## config.mk

```make
export PLATFORM = sky130hd
export DESIGN_NAME = tcp_reno_congestion_control_top
export DESIGN_NICKNAME = d
export VERILOG_FILES = /design/src/tcprc_pkg.sv /design/src/tcprc_div.sv /design/src/tcprc_dp.sv /design/src/tcprc_ctrl.sv /design/src/tcp_reno_congestion_control_top.sv
export SDC_FILE = /design/constraint.sdc
export NUM_CORES = 1
export LEC_CHECK = 0
export ABC_AREA = 1
export BUFFER_PORTS_ARGS = -buffer_cell sky130_fd_sc_hd__buf_2
export CAP_MARGIN = 10
export CORE_MARGIN = 2
export CORE_UTILIZATION = 63
export DETAILED_ROUTE_END_ITERATION = 16
export PLACE_DENSITY = 0.86
export SETUP_SLACK_MARGIN = 0.15
export SLEW_MARGIN = 25
export SYNTH_ARGS = -nofsm -noshare
export SYNTH_HDL_FRONTEND = slang
export SYNTH_SLANG_ARGS = --single-unit
```

## constraint.sdc

```tcl
create_clock -name i_clk -period 8.5 [get_ports i_clk]
set_clock_uncertainty 0.2 [all_clocks]
set_input_delay 0.85 -clock i_clk [delete_from_list [all_inputs] [get_ports i_clk]]
set_output_delay 0.85 -clock i_clk [all_outputs]
set_load 0.03 [all_outputs]
```

## src/tcprc_pkg.sv

```systemverilog
// Shared types, constants and codes for the Reno window controller.
// Used by the divider, datapath, controller and top level; depends on nothing.
package tcprc_pkg;

    localparam int SEQ_W     = 16;              // segment, window and threshold width
    localparam int ACK_W     = 17;              // acknowledged segment number width
    localparam int LS_W      = 18;              // last sent, signed so that it can hold minus one
    localparam int FRAC_W    = 32;              // Q16.16 window
    localparam int FRAC_FB   = 16;              // fraction bits of the Q16.16 window
    localparam int QUO_W     = 34;              // quotient of 2^32 by a 32 bit divisor, even width
    localparam int DIV_STEPS = QUO_W / 2;       // two quotient bits per cycle
    localparam int DIV_CNT_W = $clog2(DIV_STEPS);

    localparam logic [SEQ_W-1:0]  TOTAL_RESET   = 16'd50;
    localparam logic [SEQ_W-1:0]  THRESH_RESET  = 16'd10;
    localparam logic [SEQ_W-1:0]  WIN_MAX       = 16'hFFFF;
    localparam logic [ACK_W-1:0]  ACK_MAX       = 17'h1_0000;
    localparam logic [1:0]        DUP_ACK_LIMIT = 2'd3;
    localparam logic [FRAC_W-1:0] Q_ONE         = 32'h0001_0000;
    localparam logic [QUO_W-1:0]  DIVIDEND      = 34'h1_0000_0000;

    typedef enum logic [1:0] {
        CMD_START   = 2'd0,
        CMD_ACK     = 2'd1,
        CMD_TIMEOUT = 2'd2
    } t_cmd;

    typedef enum logic [1:0] {
        PH_SS = 2'd0,
        PH_CA = 2'd1,
        PH_FR = 2'd2
    } t_phase;

    typedef enum logic {
        REG_TOTAL       = 1'b0,
        REG_INIT_THRESH = 1'b1
    } t_reg_idx;

    typedef enum logic [3:0] {
        OP_NONE,
        OP_LOAD,
        OP_RELOAD,
        OP_TIMEOUT,
        OP_DUP_FR,
        OP_DUP_INC,
        OP_DUP_ENTER,
        OP_NEW_SS,
        OP_NEW_FR,
        OP_NEW_CA,
        OP_CA_APPLY,
        OP_BURST,
        OP_BURST_SS,
        OP_EMIT
    } t_op;

    typedef enum logic [2:0] {
        S_IDLE,
        S_DECIDE,
        S_DIV,
        S_APPLY,
        S_BURST,
        S_BURST_SS,
        S_EMIT
    } t_state;

    typedef struct packed {
        logic [1:0] cmd;
        logic       done;
        logic       is_dup;
        t_phase     phase;
        logic       dup_hit;
        logic       div_busy;
    } t_dp_status;

endpackage

```

## src/tcprc_div.sv

```systemverilog
// Iterative restoring divider: floor(2^32 / divisor), two quotient bits a cycle.
// Depends on tcprc_pkg.
module tcprc_div (
    input  logic                           i_clk,
    input  logic                           i_rst_n,
    input  logic                           i_start,
    input  logic [tcprc_pkg::FRAC_W-1:0]   i_divisor,
    output logic                           o_busy,
    output logic [tcprc_pkg::QUO_W-1:0]    o_quot
);
    import tcprc_pkg::*;

    logic                 r_busy;
    logic [DIV_CNT_W-1:0] r_cnt;
    logic [FRAC_W-1:0]    r_div;
    logic [FRAC_W-1:0]    r_rem;
    logic [QUO_W-1:0]     r_quo;

    logic [FRAC_W:0]      sh1, sh2;
    logic [FRAC_W-1:0]    rem1, rem2;
    logic                 q1, q2;
    logic [QUO_W-1:0]     n_quo;

    // two compare-and-subtract steps per cycle
    always_comb begin
        sh1   = {r_rem, r_quo[QUO_W-1]};
        q1    = (sh1 >= {1'b0, r_div});
        rem1  = q1 ? FRAC_W'(sh1 - {1'b0, r_div}) : sh1[FRAC_W-1:0];
        sh2   = {rem1, r_quo[QUO_W-2]};
        q2    = (sh2 >= {1'b0, r_div});
        rem2  = q2 ? FRAC_W'(sh2 - {1'b0, r_div}) : sh2[FRAC_W-1:0];
        n_quo = {r_quo[QUO_W-3:0], q1, q2};
    end

    always_ff @(posedge i_clk) begin
        if (!i_rst_n) begin
            r_busy <= 1'b0;
            r_cnt  <= '0;
        end else if (i_start) begin
            r_busy <= 1'b1;
            r_cnt  <= '0;
        end else if (r_busy) begin
            r_cnt <= r_cnt + 1'b1;
            if (r_cnt == DIV_CNT_W'(DIV_STEPS - 1)) begin
                r_busy <= 1'b0;
            end
        end
    end

    always_ff @(posedge i_clk) begin
        if (i_start) begin
            r_rem <= '0;
            r_quo <= DIVIDEND;
            // a zero window divides as one
            r_div <= (i_divisor == '0) ? FRAC_W'(1) : i_divisor;
        end else if (r_busy) begin
            r_rem <= rem2;
            r_quo <= n_quo;
        end
    end

    assign o_busy = r_busy;
    assign o_quot = r_quo;

endmodule

```

## src/tcprc_dp.sv

```systemverilog
// Datapath: window state, configuration registers, burst arithmetic and result register.
// Depends on tcprc_pkg and tcprc_div; steered by t_op commands from tcprc_ctrl.
module tcprc_dp (
    input  logic                          i_clk,
    input  logic                          i_rst_n,
    input  tcprc_pkg::t_op                i_op,
    input  logic [1:0]                    i_cmd,
    input  logic [tcprc_pkg::ACK_W-1:0]   i_ack_number,
    input  logic                          i_cfg_we,
    input  logic                          i_cfg_index,
    input  logic [tcprc_pkg::SEQ_W-1:0]   i_cfg_data,
    output tcprc_pkg::t_dp_status         o_status,
    output logic [tcprc_pkg::SEQ_W-1:0]   o_burst_first,
    output logic [tcprc_pkg::SEQ_W-1:0]   o_burst_count,
    output logic [tcprc_pkg::SEQ_W-1:0]   o_window,
    output logic [tcprc_pkg::SEQ_W-1:0]   o_threshold,
    output logic [1:0]                    o_phase,
    output logic                          o_done_res
);
    import tcprc_pkg::*;

    // configuration
    logic [SEQ_W-1:0] r_total, r_init_thr;
    // latched word
    logic [1:0]       r_cmd;
    logic [ACK_W-1:0] r_ack;
    // window state
    t_phase                  r_phase, n_phase;
    logic [SEQ_W-1:0]        r_cwnd, n_cwnd;
    logic [FRAC_W-1:0]       r_frac, n_frac;
    logic [SEQ_W-1:0]        r_thr, n_thr;
    logic [1:0]              r_dup, n_dup;
    logic signed [LS_W-1:0]  r_last_sent, n_last_sent;
    logic [ACK_W-1:0]        r_last_acked, n_last_acked;
    // burst of the current word
    logic [SEQ_W-1:0]        r_first, n_first, r_count, n_count;
    // result register
    logic [SEQ_W-1:0]        r_o_first, r_o_count, r_o_win, r_o_thr;
    logic [1:0]              r_o_phase;
    logic                    r_o_done;

    logic [ACK_W-1:0]        ack_clamp;
    logic [SEQ_W-1:0]        cwnd_inc, half, fr_win, thr_or_one;
    logic [SEQ_W:0]          fr_sum;
    logic [QUO_W:0]          ca_sum;
    logic [FRAC_W-1:0]       ca_frac;
    logic signed [LS_W-1:0]  total_s, avail, cwnd_ext, n_send, ls_from_acked;
    logic                    can_send, send;
    logic                    done_now;
    logic                    div_busy;
    logic [QUO_W-1:0]        quot;

    tcprc_div u_div (
        .i_clk     (i_clk),
        .i_rst_n   (i_rst_n),
        .i_start   (i_op == OP_NEW_CA),
        .i_divisor (r_frac),
        .o_busy    (div_busy),
        .o_quot    (quot)
    );

    // arithmetic shared by the commands
    always_comb begin
        ack_clamp     = (i_ack_number > ACK_MAX) ? ACK_MAX : i_ack_number;
        cwnd_inc      = (r_cwnd == WIN_MAX) ? WIN_MAX : r_cwnd + 1'b1;
        half          = {1'b0, r_cwnd[SEQ_W-1:1]};
        fr_sum        = {1'b0, half} + (SEQ_W + 1)'(DUP_ACK_LIMIT);
        fr_win        = fr_sum[SEQ_W] ? WIN_MAX : fr_sum[SEQ_W-1:0];
        thr_or_one    = (r_thr == '0) ? SEQ_W'(1) : r_thr;
        ca_sum        = {3'b000, r_frac} + {1'b0, quot};
        ca_frac       = (ca_sum[QUO_W:FRAC_W] != '0) ? '1 : ca_sum[FRAC_W-1:0];
        ls_from_acked = $signed({1'b0, r_last_acked}) - LS_W'(1);
        // burst: up to the window, never past total
        total_s       = $signed({2'b00, r_total});
        cwnd_ext      = $signed({2'b00, r_cwnd});
        can_send      = (r_last_sent < total_s);
        avail         = total_s - r_last_sent;
        n_send        = (cwnd_ext < avail) ? cwnd_ext : avail;
        send          = can_send && (n_send != '0);
        done_now      = (r_last_acked > {1'b0, r_total});
    end

    always_comb begin
        n_phase      = r_phase;
        n_cwnd       = r_cwnd;
        n_frac       = r_frac;
        n_thr        = r_thr;
        n_dup        = r_dup;
        n_last_sent  = r_last_sent;
        n_last_acked = r_last_acked;
        n_first      = r_first;
        n_count      = r_count;
        unique case (i_op)
            OP_LOAD: begin
                n_first = '0;
                n_count = '0;
            end
            OP_RELOAD: begin
                n_phase      = PH_SS;
                n_cwnd       = SEQ_W'(1);
                n_frac       = Q_ONE;
                n_thr        = r_init_thr;
                n_dup        = '0;
                n_last_sent  = -LS_W'(1);
                n_last_acked = '0;
            end
            OP_TIMEOUT: begin
                n_thr       = half;
                n_cwnd      = SEQ_W'(1);
                n_dup       = '0;
                n_phase     = PH_SS;
                n_last_sent = ls_from_acked;
            end
            OP_DUP_FR: begin
                n_cwnd = cwnd_inc;
            end
            OP_DUP_INC: begin
                n_dup = r_dup + 1'b1;
            end
            OP_DUP_ENTER: begin
                n_dup       = r_dup + 1'b1;
                n_thr       = half;
                n_cwnd      = fr_win;
                n_phase     = PH_FR;
                n_last_sent = ls_from_acked;
            end
            OP_NEW_SS: begin
                n_last_acked = r_ack;
                n_dup        = '0;
                n_cwnd       = cwnd_inc;
            end
            OP_NEW_FR: begin
                n_last_acked = r_ack;
                n_dup        = '0;
                n_cwnd       = thr_or_one;
                n_phase      = PH_CA;
                n_frac       = {thr_or_one, FRAC_FB'(0)};
            end
            OP_NEW_CA: begin
                n_last_acked = r_ack;
                n_dup        = '0;
            end
            OP_CA_APPLY: begin
                n_frac = ca_frac;
                n_cwnd = ca_frac[FRAC_W-1:FRAC_FB];
            end
            OP_BURST, OP_BURST_SS: begin
                if (send) begin
                    n_first     = SEQ_W'(r_last_sent + LS_W'(1));
                    n_count     = n_send[SEQ_W-1:0];
                    n_last_sent = r_last_sent + n_send;
                end
                // slow start hands over once the window reaches the threshold
                if (i_op == OP_BURST_SS && r_cwnd >= r_thr) begin
                    n_phase = PH_CA;
                    n_frac  = {r_cwnd, FRAC_FB'(0)};
                end
            end
            default: begin
            end
        endcase
    end

    always_ff @(posedge i_clk) begin
        if (!i_rst_n) begin
            r_total      <= TOTAL_RESET;
            r_init_thr   <= THRESH_RESET;
            r_phase      <= PH_SS;
            r_cwnd       <= SEQ_W'(1);
            r_frac       <= Q_ONE;
            r_thr        <= THRESH_RESET;
            r_dup        <= '0;
            r_last_sent  <= -LS_W'(1);
            r_last_acked <= '0;
        end else begin
            if (i_cfg_we) begin
                if (i_cfg_index == REG_TOTAL) begin
                    r_total <= i_cfg_data;
                end else begin
                    r_init_thr <= i_cfg_data;
                end
            end
            r_phase      <= n_phase;
            r_cwnd       <= n_cwnd;
            r_frac       <= n_frac;
            r_thr        <= n_thr;
            r_dup        <= n_dup;
            r_last_sent  <= n_last_sent;
            r_last_acked <= n_last_acked;
        end
    end

    always_ff @(posedge i_clk) begin
        r_first <= n_first;
        r_count <= n_count;
        if (i_op == OP_LOAD) begin
            r_cmd <= i_cmd;
            r_ack <= ack_clamp;
        end
        if (i_op == OP_EMIT) begin
            r_o_first <= r_first;
            r_o_count <= r_count;
            r_o_win   <= r_cwnd;
            r_o_thr   <= r_thr;
            r_o_phase <= r_phase;
            r_o_done  <= done_now;
        end
    end

    always_comb begin
        o_status.cmd      = r_cmd;
        o_status.done     = done_now;
        o_status.is_dup   = (r_ack == r_last_acked);
        o_status.phase    = r_phase;
        o_status.dup_hit  = ((r_dup + 1'b1) == DUP_ACK_LIMIT);
        o_status.div_busy = div_busy;
    end

    assign o_burst_first = r_o_first;
    assign o_burst_count = r_o_count;
    assign o_window      = r_o_win;
    assign o_threshold   = r_o_thr;
    assign o_phase       = r_o_phase;
    assign o_done_res    = r_o_done;

endmodule

```

## src/tcprc_ctrl.sv

```systemverilog
// Controller: sequences one word through decide, divide, burst and result stages.
// Depends on tcprc_pkg; drives t_op commands into tcprc_dp.
module tcprc_ctrl (
    input  logic                   i_clk,
    input  logic                   i_rst_n,
    input  logic                   i_in_valid,
    input  logic                   i_out_stall,
    input  tcprc_pkg::t_dp_status  i_status,
    output tcprc_pkg::t_op         o_op,
    output logic                   o_in_stall,
    output logic                   o_out_valid
);
    import tcprc_pkg::*;

    t_state r_state, n_state;
    logic   r_out_valid, n_out_valid;
    t_op    dec_op;
    t_state dec_next;
    logic   out_free;

    assign out_free = !r_out_valid || !i_out_stall;

    // event decode on the latched word and the state before the event
    always_comb begin
        dec_op   = OP_NONE;
        dec_next = S_EMIT;
        if (i_status.cmd == CMD_START) begin
            dec_op   = OP_RELOAD;
            dec_next = S_BURST;
        end else if (!i_status.done && i_status.cmd == CMD_TIMEOUT) begin
            dec_op   = OP_TIMEOUT;
            dec_next = S_BURST;
        end else if (!i_status.done && i_status.cmd == CMD_ACK) begin
            if (i_status.is_dup) begin
                priority if (i_status.phase == PH_FR) begin
                    dec_op   = OP_DUP_FR;
                    dec_next = S_BURST;
                end else if (i_status.dup_hit) begin
                    dec_op   = OP_DUP_ENTER;
                    dec_next = S_BURST;
                end else begin
                    dec_op   = OP_DUP_INC;
                    dec_next = S_EMIT;
                end
            end else begin
                unique case (i_status.phase)
                    PH_CA: begin
                        dec_op   = OP_NEW_CA;
                        dec_next = S_DIV;
                    end
                    PH_FR: begin
                        dec_op   = OP_NEW_FR;
                        dec_next = S_EMIT;
                    end
                    default: begin
                        dec_op   = OP_NEW_SS;
                        dec_next = S_BURST_SS;
                    end
                endcase
            end
        end
    end

    // next state
    always_comb begin
        n_state = r_state;
        unique case (r_state)
            S_IDLE:     if (i_in_valid) n_state = S_DECIDE;
            S_DECIDE:   n_state = dec_next;
            S_DIV:      if (!i_status.div_busy) n_state = S_APPLY;
            S_APPLY:    n_state = S_BURST;
            S_BURST:    n_state = S_EMIT;
            S_BURST_SS: n_state = S_EMIT;
            S_EMIT:     if (out_free) n_state = S_IDLE;
            default:    n_state = S_IDLE;
        endcase
    end

    // outputs
    always_comb begin
        o_op = OP_NONE;
        unique case (r_state)
            S_IDLE:     if (i_in_valid) o_op = OP_LOAD;
            S_DECIDE:   o_op = dec_op;
            S_DIV:      o_op = OP_NONE;
            S_APPLY:    o_op = OP_CA_APPLY;
            S_BURST:    o_op = OP_BURST;
            S_BURST_SS: o_op = OP_BURST_SS;
            S_EMIT:     if (out_free) o_op = OP_EMIT;
            default:    o_op = OP_NONE;
        endcase
        n_out_valid = r_out_valid;
        if (o_op == OP_EMIT) begin
            n_out_valid = 1'b1;
        end else if (r_out_valid && !i_out_stall) begin
            n_out_valid = 1'b0;
        end
    end

    always_ff @(posedge i_clk) begin
        if (!i_rst_n) begin
            r_state     <= S_IDLE;
            r_out_valid <= 1'b0;
        end else begin
            r_state     <= n_state;
            r_out_valid <= n_out_valid;
        end
    end

    assign o_in_stall  = (r_state != S_IDLE);
    assign o_out_valid = r_out_valid;

endmodule

```

## src/tcp_reno_congestion_control_top.sv

```systemverilog
// Top level of the Reno sender window controller.
// Depends on tcprc_pkg, tcprc_ctrl, tcprc_dp (which holds tcprc_div).
// Input: i_in_valid / o_in_stall carry one event word (i_cmd, i_ack_number), taken at
//   an edge with valid high and stall low. Start reloads the window state and sends the
//   first burst, ACK advances it, timeout restarts from the last acknowledged segment.
// Output: o_out_valid / i_out_stall carry one result word per event: the burst (first
//   segment, count), window, threshold, phase and done flag.
// Configuration: i_cfg_we writes i_cfg_data into register i_cfg_index (0 total segments,
//   1 initial threshold); write only while the block is idle.
// Timing: one event at a time. After acceptance the word passes a decide step and, for an
//   event that may send a burst, a burst step before the result register loads; one that
//   sends none loads it straight after decide. A new ACK in congestion avoidance first waits
//   on the reciprocal divider (two quotient bits a cycle) feeding the Q16.16 window, then
//   an apply step and the burst step. The next word is taken in the cycle after the load.
// Stall: o_in_stall is high from the cycle after acceptance until the result is loaded.
//   While the receiver stalls, the result register holds its word and the next event is
//   still accepted and worked; only its result load waits for the register to free.
// Reset: synchronous, active low: window 1, threshold 10, total segments 50, slow start,
//   nothing sent yet; no result pending.
module tcp_reno_congestion_control_top (
    input  logic                          i_clk,
    input  logic                          i_rst_n,
    input  logic                          i_in_valid,
    output logic                          o_in_stall,
    input  logic [1:0]                    i_cmd,
    input  logic [tcprc_pkg::ACK_W-1:0]   i_ack_number,
    output logic                          o_out_valid,
    input  logic                          i_out_stall,
    output logic [tcprc_pkg::SEQ_W-1:0]   o_burst_first,
    output logic [tcprc_pkg::SEQ_W-1:0]   o_burst_count,
    output logic [tcprc_pkg::SEQ_W-1:0]   o_window,
    output logic [tcprc_pkg::SEQ_W-1:0]   o_threshold,
    output logic [1:0]                    o_phase,
    output logic                          o_done_res,
    input  logic                          i_cfg_we,
    input  logic                          i_cfg_index,
    input  logic [tcprc_pkg::SEQ_W-1:0]   i_cfg_data
);
    import tcprc_pkg::*;

    t_op        op;
    t_dp_status status;

    // sequence each word: decode, optional divide and burst, result load
    tcprc_ctrl u_ctrl (
        .i_clk       (i_clk),
        .i_rst_n     (i_rst_n),
        .i_in_valid  (i_in_valid),
        .i_out_stall (i_out_stall),
        .i_status    (status),
        .o_op        (op),
        .o_in_stall  (o_in_stall),
        .o_out_valid (o_out_valid)
    );

    // hold the window state and the result register
    tcprc_dp u_dp (
        .i_clk         (i_clk),
        .i_rst_n       (i_rst_n),
        .i_op          (op),
        .i_cmd         (i_cmd),
        .i_ack_number  (i_ack_number),
        .i_cfg_we      (i_cfg_we),
        .i_cfg_index   (i_cfg_index),
        .i_cfg_data    (i_cfg_data),
        .o_status      (status),
        .o_burst_first (o_burst_first),
        .o_burst_count (o_burst_count),
        .o_window      (o_window),
        .o_threshold   (o_threshold),
        .o_phase       (o_phase),
        .o_done_res    (o_done_res)
    );

    // one event at a time: a taken word closes the input until its result is loaded
    a_one_in_flight: assert property (@(posedge i_clk) disable iff (!i_rst_n)
        (i_in_valid && !o_in_stall) |=> o_in_stall)
        else $error("input accepted twice in a row");

    // an empty burst reports segment zero
    a_empty_burst: assert property (@(posedge i_clk) disable iff (!i_rst_n)
        (o_out_valid && o_burst_count == '0) |-> (o_burst_first == '0))
        else $error("empty burst with nonzero first segment");

    // a burst never exceeds the window, and the window never drops to zero
    a_burst_in_window: assert property (@(posedge i_clk) disable iff (!i_rst_n)
        o_out_valid |-> (o_burst_count <= o_window && o_window != '0))
        else $error("burst larger than window or zero window");

    // the divider runs only while the controller waits on it
    a_div_owned: assert property (@(posedge i_clk) disable iff (!i_rst_n)
        status.div_busy |-> o_in_stall)
        else $error("divider busy while idle");

endmodule

```

==> results_dict.tcl <==
set metrics [dict create \
    status "finished, final reports clean" \
    synth_ff_type "dfxtp_1" \
    clockBufferDepth 3 \
    n_antenna_cell 0 \
    grt_max_degree 74 \
    p_leak_nw 13.26 \
    timing.rr.end "u_dp.r_last_sent[13]" \
    place_hpwl_um 57890 \
    cts_resized 0 \
    grt_usage 0.3551 \
    cp_num_buf_inv 5 \
    met3_usage 0.04809 \
    place_inst 4142 \
    finalSetupTns_ps 0 \
    place_congestion 0.9853 \
    cap_violations 0 \
    cpPeakStageDelay_ps 550 \
    cts_tree "yes" \
    yosys.area.top_type "edfxtp_1" \
    yosys.cell_types.count 64 \
    synth.top_cell.area_share 0.1753 \
    yosys_warnings 0 \
    die_h_um 206.0 \
    die_w_um 206.0 \
    overflow 0 \
    grt_setup_unrepaired "no" \
    finalSetupViolations 0 \
    nNetsFinal 3892 \
    async_flop_share 0 \
    crit_arrival_ps 7420 \
    clk_pin_slew_ps 70 \
    drv_slew 0 \
    stdcell_area_um2 27720 \
    r2r_cells 35 \
    path_delay_family "compound AO/OA/AOI/OAI gates" \
    initial_core_util 0.6423 \
    fin_util 0.6928 \
    wl_per_cell_um 18.04 \
    hold_path.class "reg -> reg" \
    grt_pass1_vias 22550 \
    antenna_found_initial 0 \
    viasPerCell 5.778 \
    cp_slowest_cell "a21boi_0" \
    core_um2 40010 \
    final_layout_size_suffix_gt1_frac 0.07949 \
    cts-buffers-inserted 39 \
    fmax_mhz 139.7 \
    syn_nets 3855 \
    placed_area_um2 26390 \
    whs_ps 217.1 \
    crit_start "u_dp.r_last_sent[2]" \
    start_kind "register" \
    r2r_slack_ps 1340 \
    dp_slack_ps 1564 \
    pwr_density_cell_nw_per_um2 395.8 \
    route.detailed.drc 0 \
    grt_use_met2 0.5822 \
    crit_fanout 20 \
    cp-end-kind "register" \
    synth.most_common_cell "nand2_1" \
    drtIter0Drc 2526 \
    routed_wirelength_um 75950 \
    ys_seq_area_frac 0.3397 \
    cts.sinks 361 \
    fin_crit_ps 7156 \
    cts_setup_buffers 0 \
    hold_violations 0 \
    layout_setup_ws_ps 1344 \
    power_mw 10.97 \
    io_pins 110 \
    synthCells 3621 \
    endpoint "u_dp.r_last_sent[13]" \
    cts-htree-levels 2 \
    critPathKind "reg -> reg" \
    synth-seq-cells 361 \
    hold_buffers 0 \
    rows 73 \
    syn_area_um2 25700 \
    slew-limit-headroom 0.2856 \
    syn2layout_area_growth_pct 7.864 \
    reg2reg_from "u_dp.r_last_sent[2]" \
    use_met1 0.4485 \
    grt_pass1_wl_um 118700 \
    synth_area_per_cell_um2 7.096 \
    path_depth 35 \
    dr.pass1.iters 6 \
    final_cells 4211 \
    gr-max-usage-layer "met2" \
    tightestPinTransition_ps 1068 \
    synthTopCellsByArea "edfxtp_1 (18%), dfxtp_1 (16%), nand2_1 (13%), ha_1 (9.2%), inv_1 (7.1%)" \
    insertion_delay_ps 580 \
    ir_drop_mv 0.2365 \
    worstPathRequired_ps 8760 \
    cts_root_buffer "clkbuf_16" \
    ant_nets 0 \
    synthTopCellsByCount "nand2_1 (897), inv_1 (486), nor2_1 (303)" \
    final.period_utilization 0.8419 \
    crit_top_cell "nand2_1" \
    synth_edf_count 150 \
    io_buffers 109 \
    fp.dieArea_um2 42420 \
    routed-via-count 24331 \
]
==> worst min path at each step <==
stage,startpoint,to,cells after the start
floorplan,u_dp.r_count[0],u_dp.o_burst_count[0],0
global placement,u_dp.r_first[11],u_dp.o_burst_first[11],0
detailed placement,u_dp.r_count[0],u_dp.o_burst_count[0],0
CTS,u_dp.r_count[14],u_dp.o_burst_count[14],0
global route,u_dp.r_count[1],u_dp.o_burst_count[1],0
finish,u_dp.r_count[7],u_dp.o_burst_count[7],0
==> cell type report <==
| type | instances | area, um2 |
|---|---|---|
| clock buffers | 49 | 1075 |
| clock inverters | 20 | 249.0 |
| fillers | 3450 | 12290 |
| inverters | 507 | 1903 |
| multi-input cells | 2619 | 14400 |
| flip-flops and latches | 361 | 8730 |
| well taps | 525 | 656.9 |
| repair buffers | 130 | 703.2 |
==> cells by family (layout without fill, tap and decap cells) <==
kind of cell	after synthesis	after routing	synth area share
AND/OR/NAND/NOR	1668	1668	0.2807
AO/OA/AOI/OAI	630	630	0.1400
flip-flops	361	361	0.3397
buffers and inverters	641	706	0.1005
adder cells (fa/ha/maj)	193	193	0.09544
XOR/XNOR	127	127	0.04329
multiplexers	1	1	0.0003896
==> registers in the layout (all words and copies together), names as in the netlist, 17 cells and up <==
signal and count:
u_dp.r_ack 17, u_dp.r_frac 32, u_dp.r_last_acked 17, u_dp.r_last_sent 18, u_dp.u_div.o_quot 34, u_dp.u_div.r_div 32
u_dp.u_div.r_rem 32
==> placed cells by master, fill, tap and decap left out, types with 6 or more instances in the layout <==
cell / synthesis / layout
buf_2: 23 / 109
clkbuf_16: 0 / 40
dfxtp_1: 211 / 210
o211ai_2: 6 / 6
nand3_1: 251 / 250
nand2_2: 16 / 16
o211ai_1: 44 / 44
nand2_1: 897 / 897
inv_1: 486 / 485
o21a_1: 8 / 8
nor2_4: 7 / 7
ha_1: 188 / 188
nor3b_1: 6 / 6
nand3b_1: 8 / 8
inv_2: 19 / 21
and2_1: 11 / 11
nor3_1: 48 / 48
buf_4: 7 / 21
a21oi_1: 271 / 271
nand4_1: 65 / 65
xor2_1: 81 / 81
or2_2: 20 / 20
a21boi_0: 8 / 8
nor4_1: 19 / 19
o21bai_1: 20 / 20
edfxtp_1: 150 / 150
a31oi_1: 19 / 19
nor2_1: 303 / 302
o21ai_0: 207 / 206
a21o_1: 13 / 13
xnor2_1: 46 / 46
==> layer usage <==
metal | wire, um | share of wire | vias up
met3 | 5439 | 0.072 | 242
met2 | 35150 | 0.46 | 1074
met1 | 30330 | 0.40 | 11029
li1 | - | - | 11986
met4 | 5028 | 0.066 | 0
met5 | 0 | 0 | -
==> power breakdown <==
group	switching (mW)	total, mW	internal (mW)
clock network	0.751	1.78	1.03
logic	4.46	6.59	2.13
registers	0.302	2.61	2.30
total	5.51	11.0	5.46
Note: power is estimated with default switching activity, not from simulation.
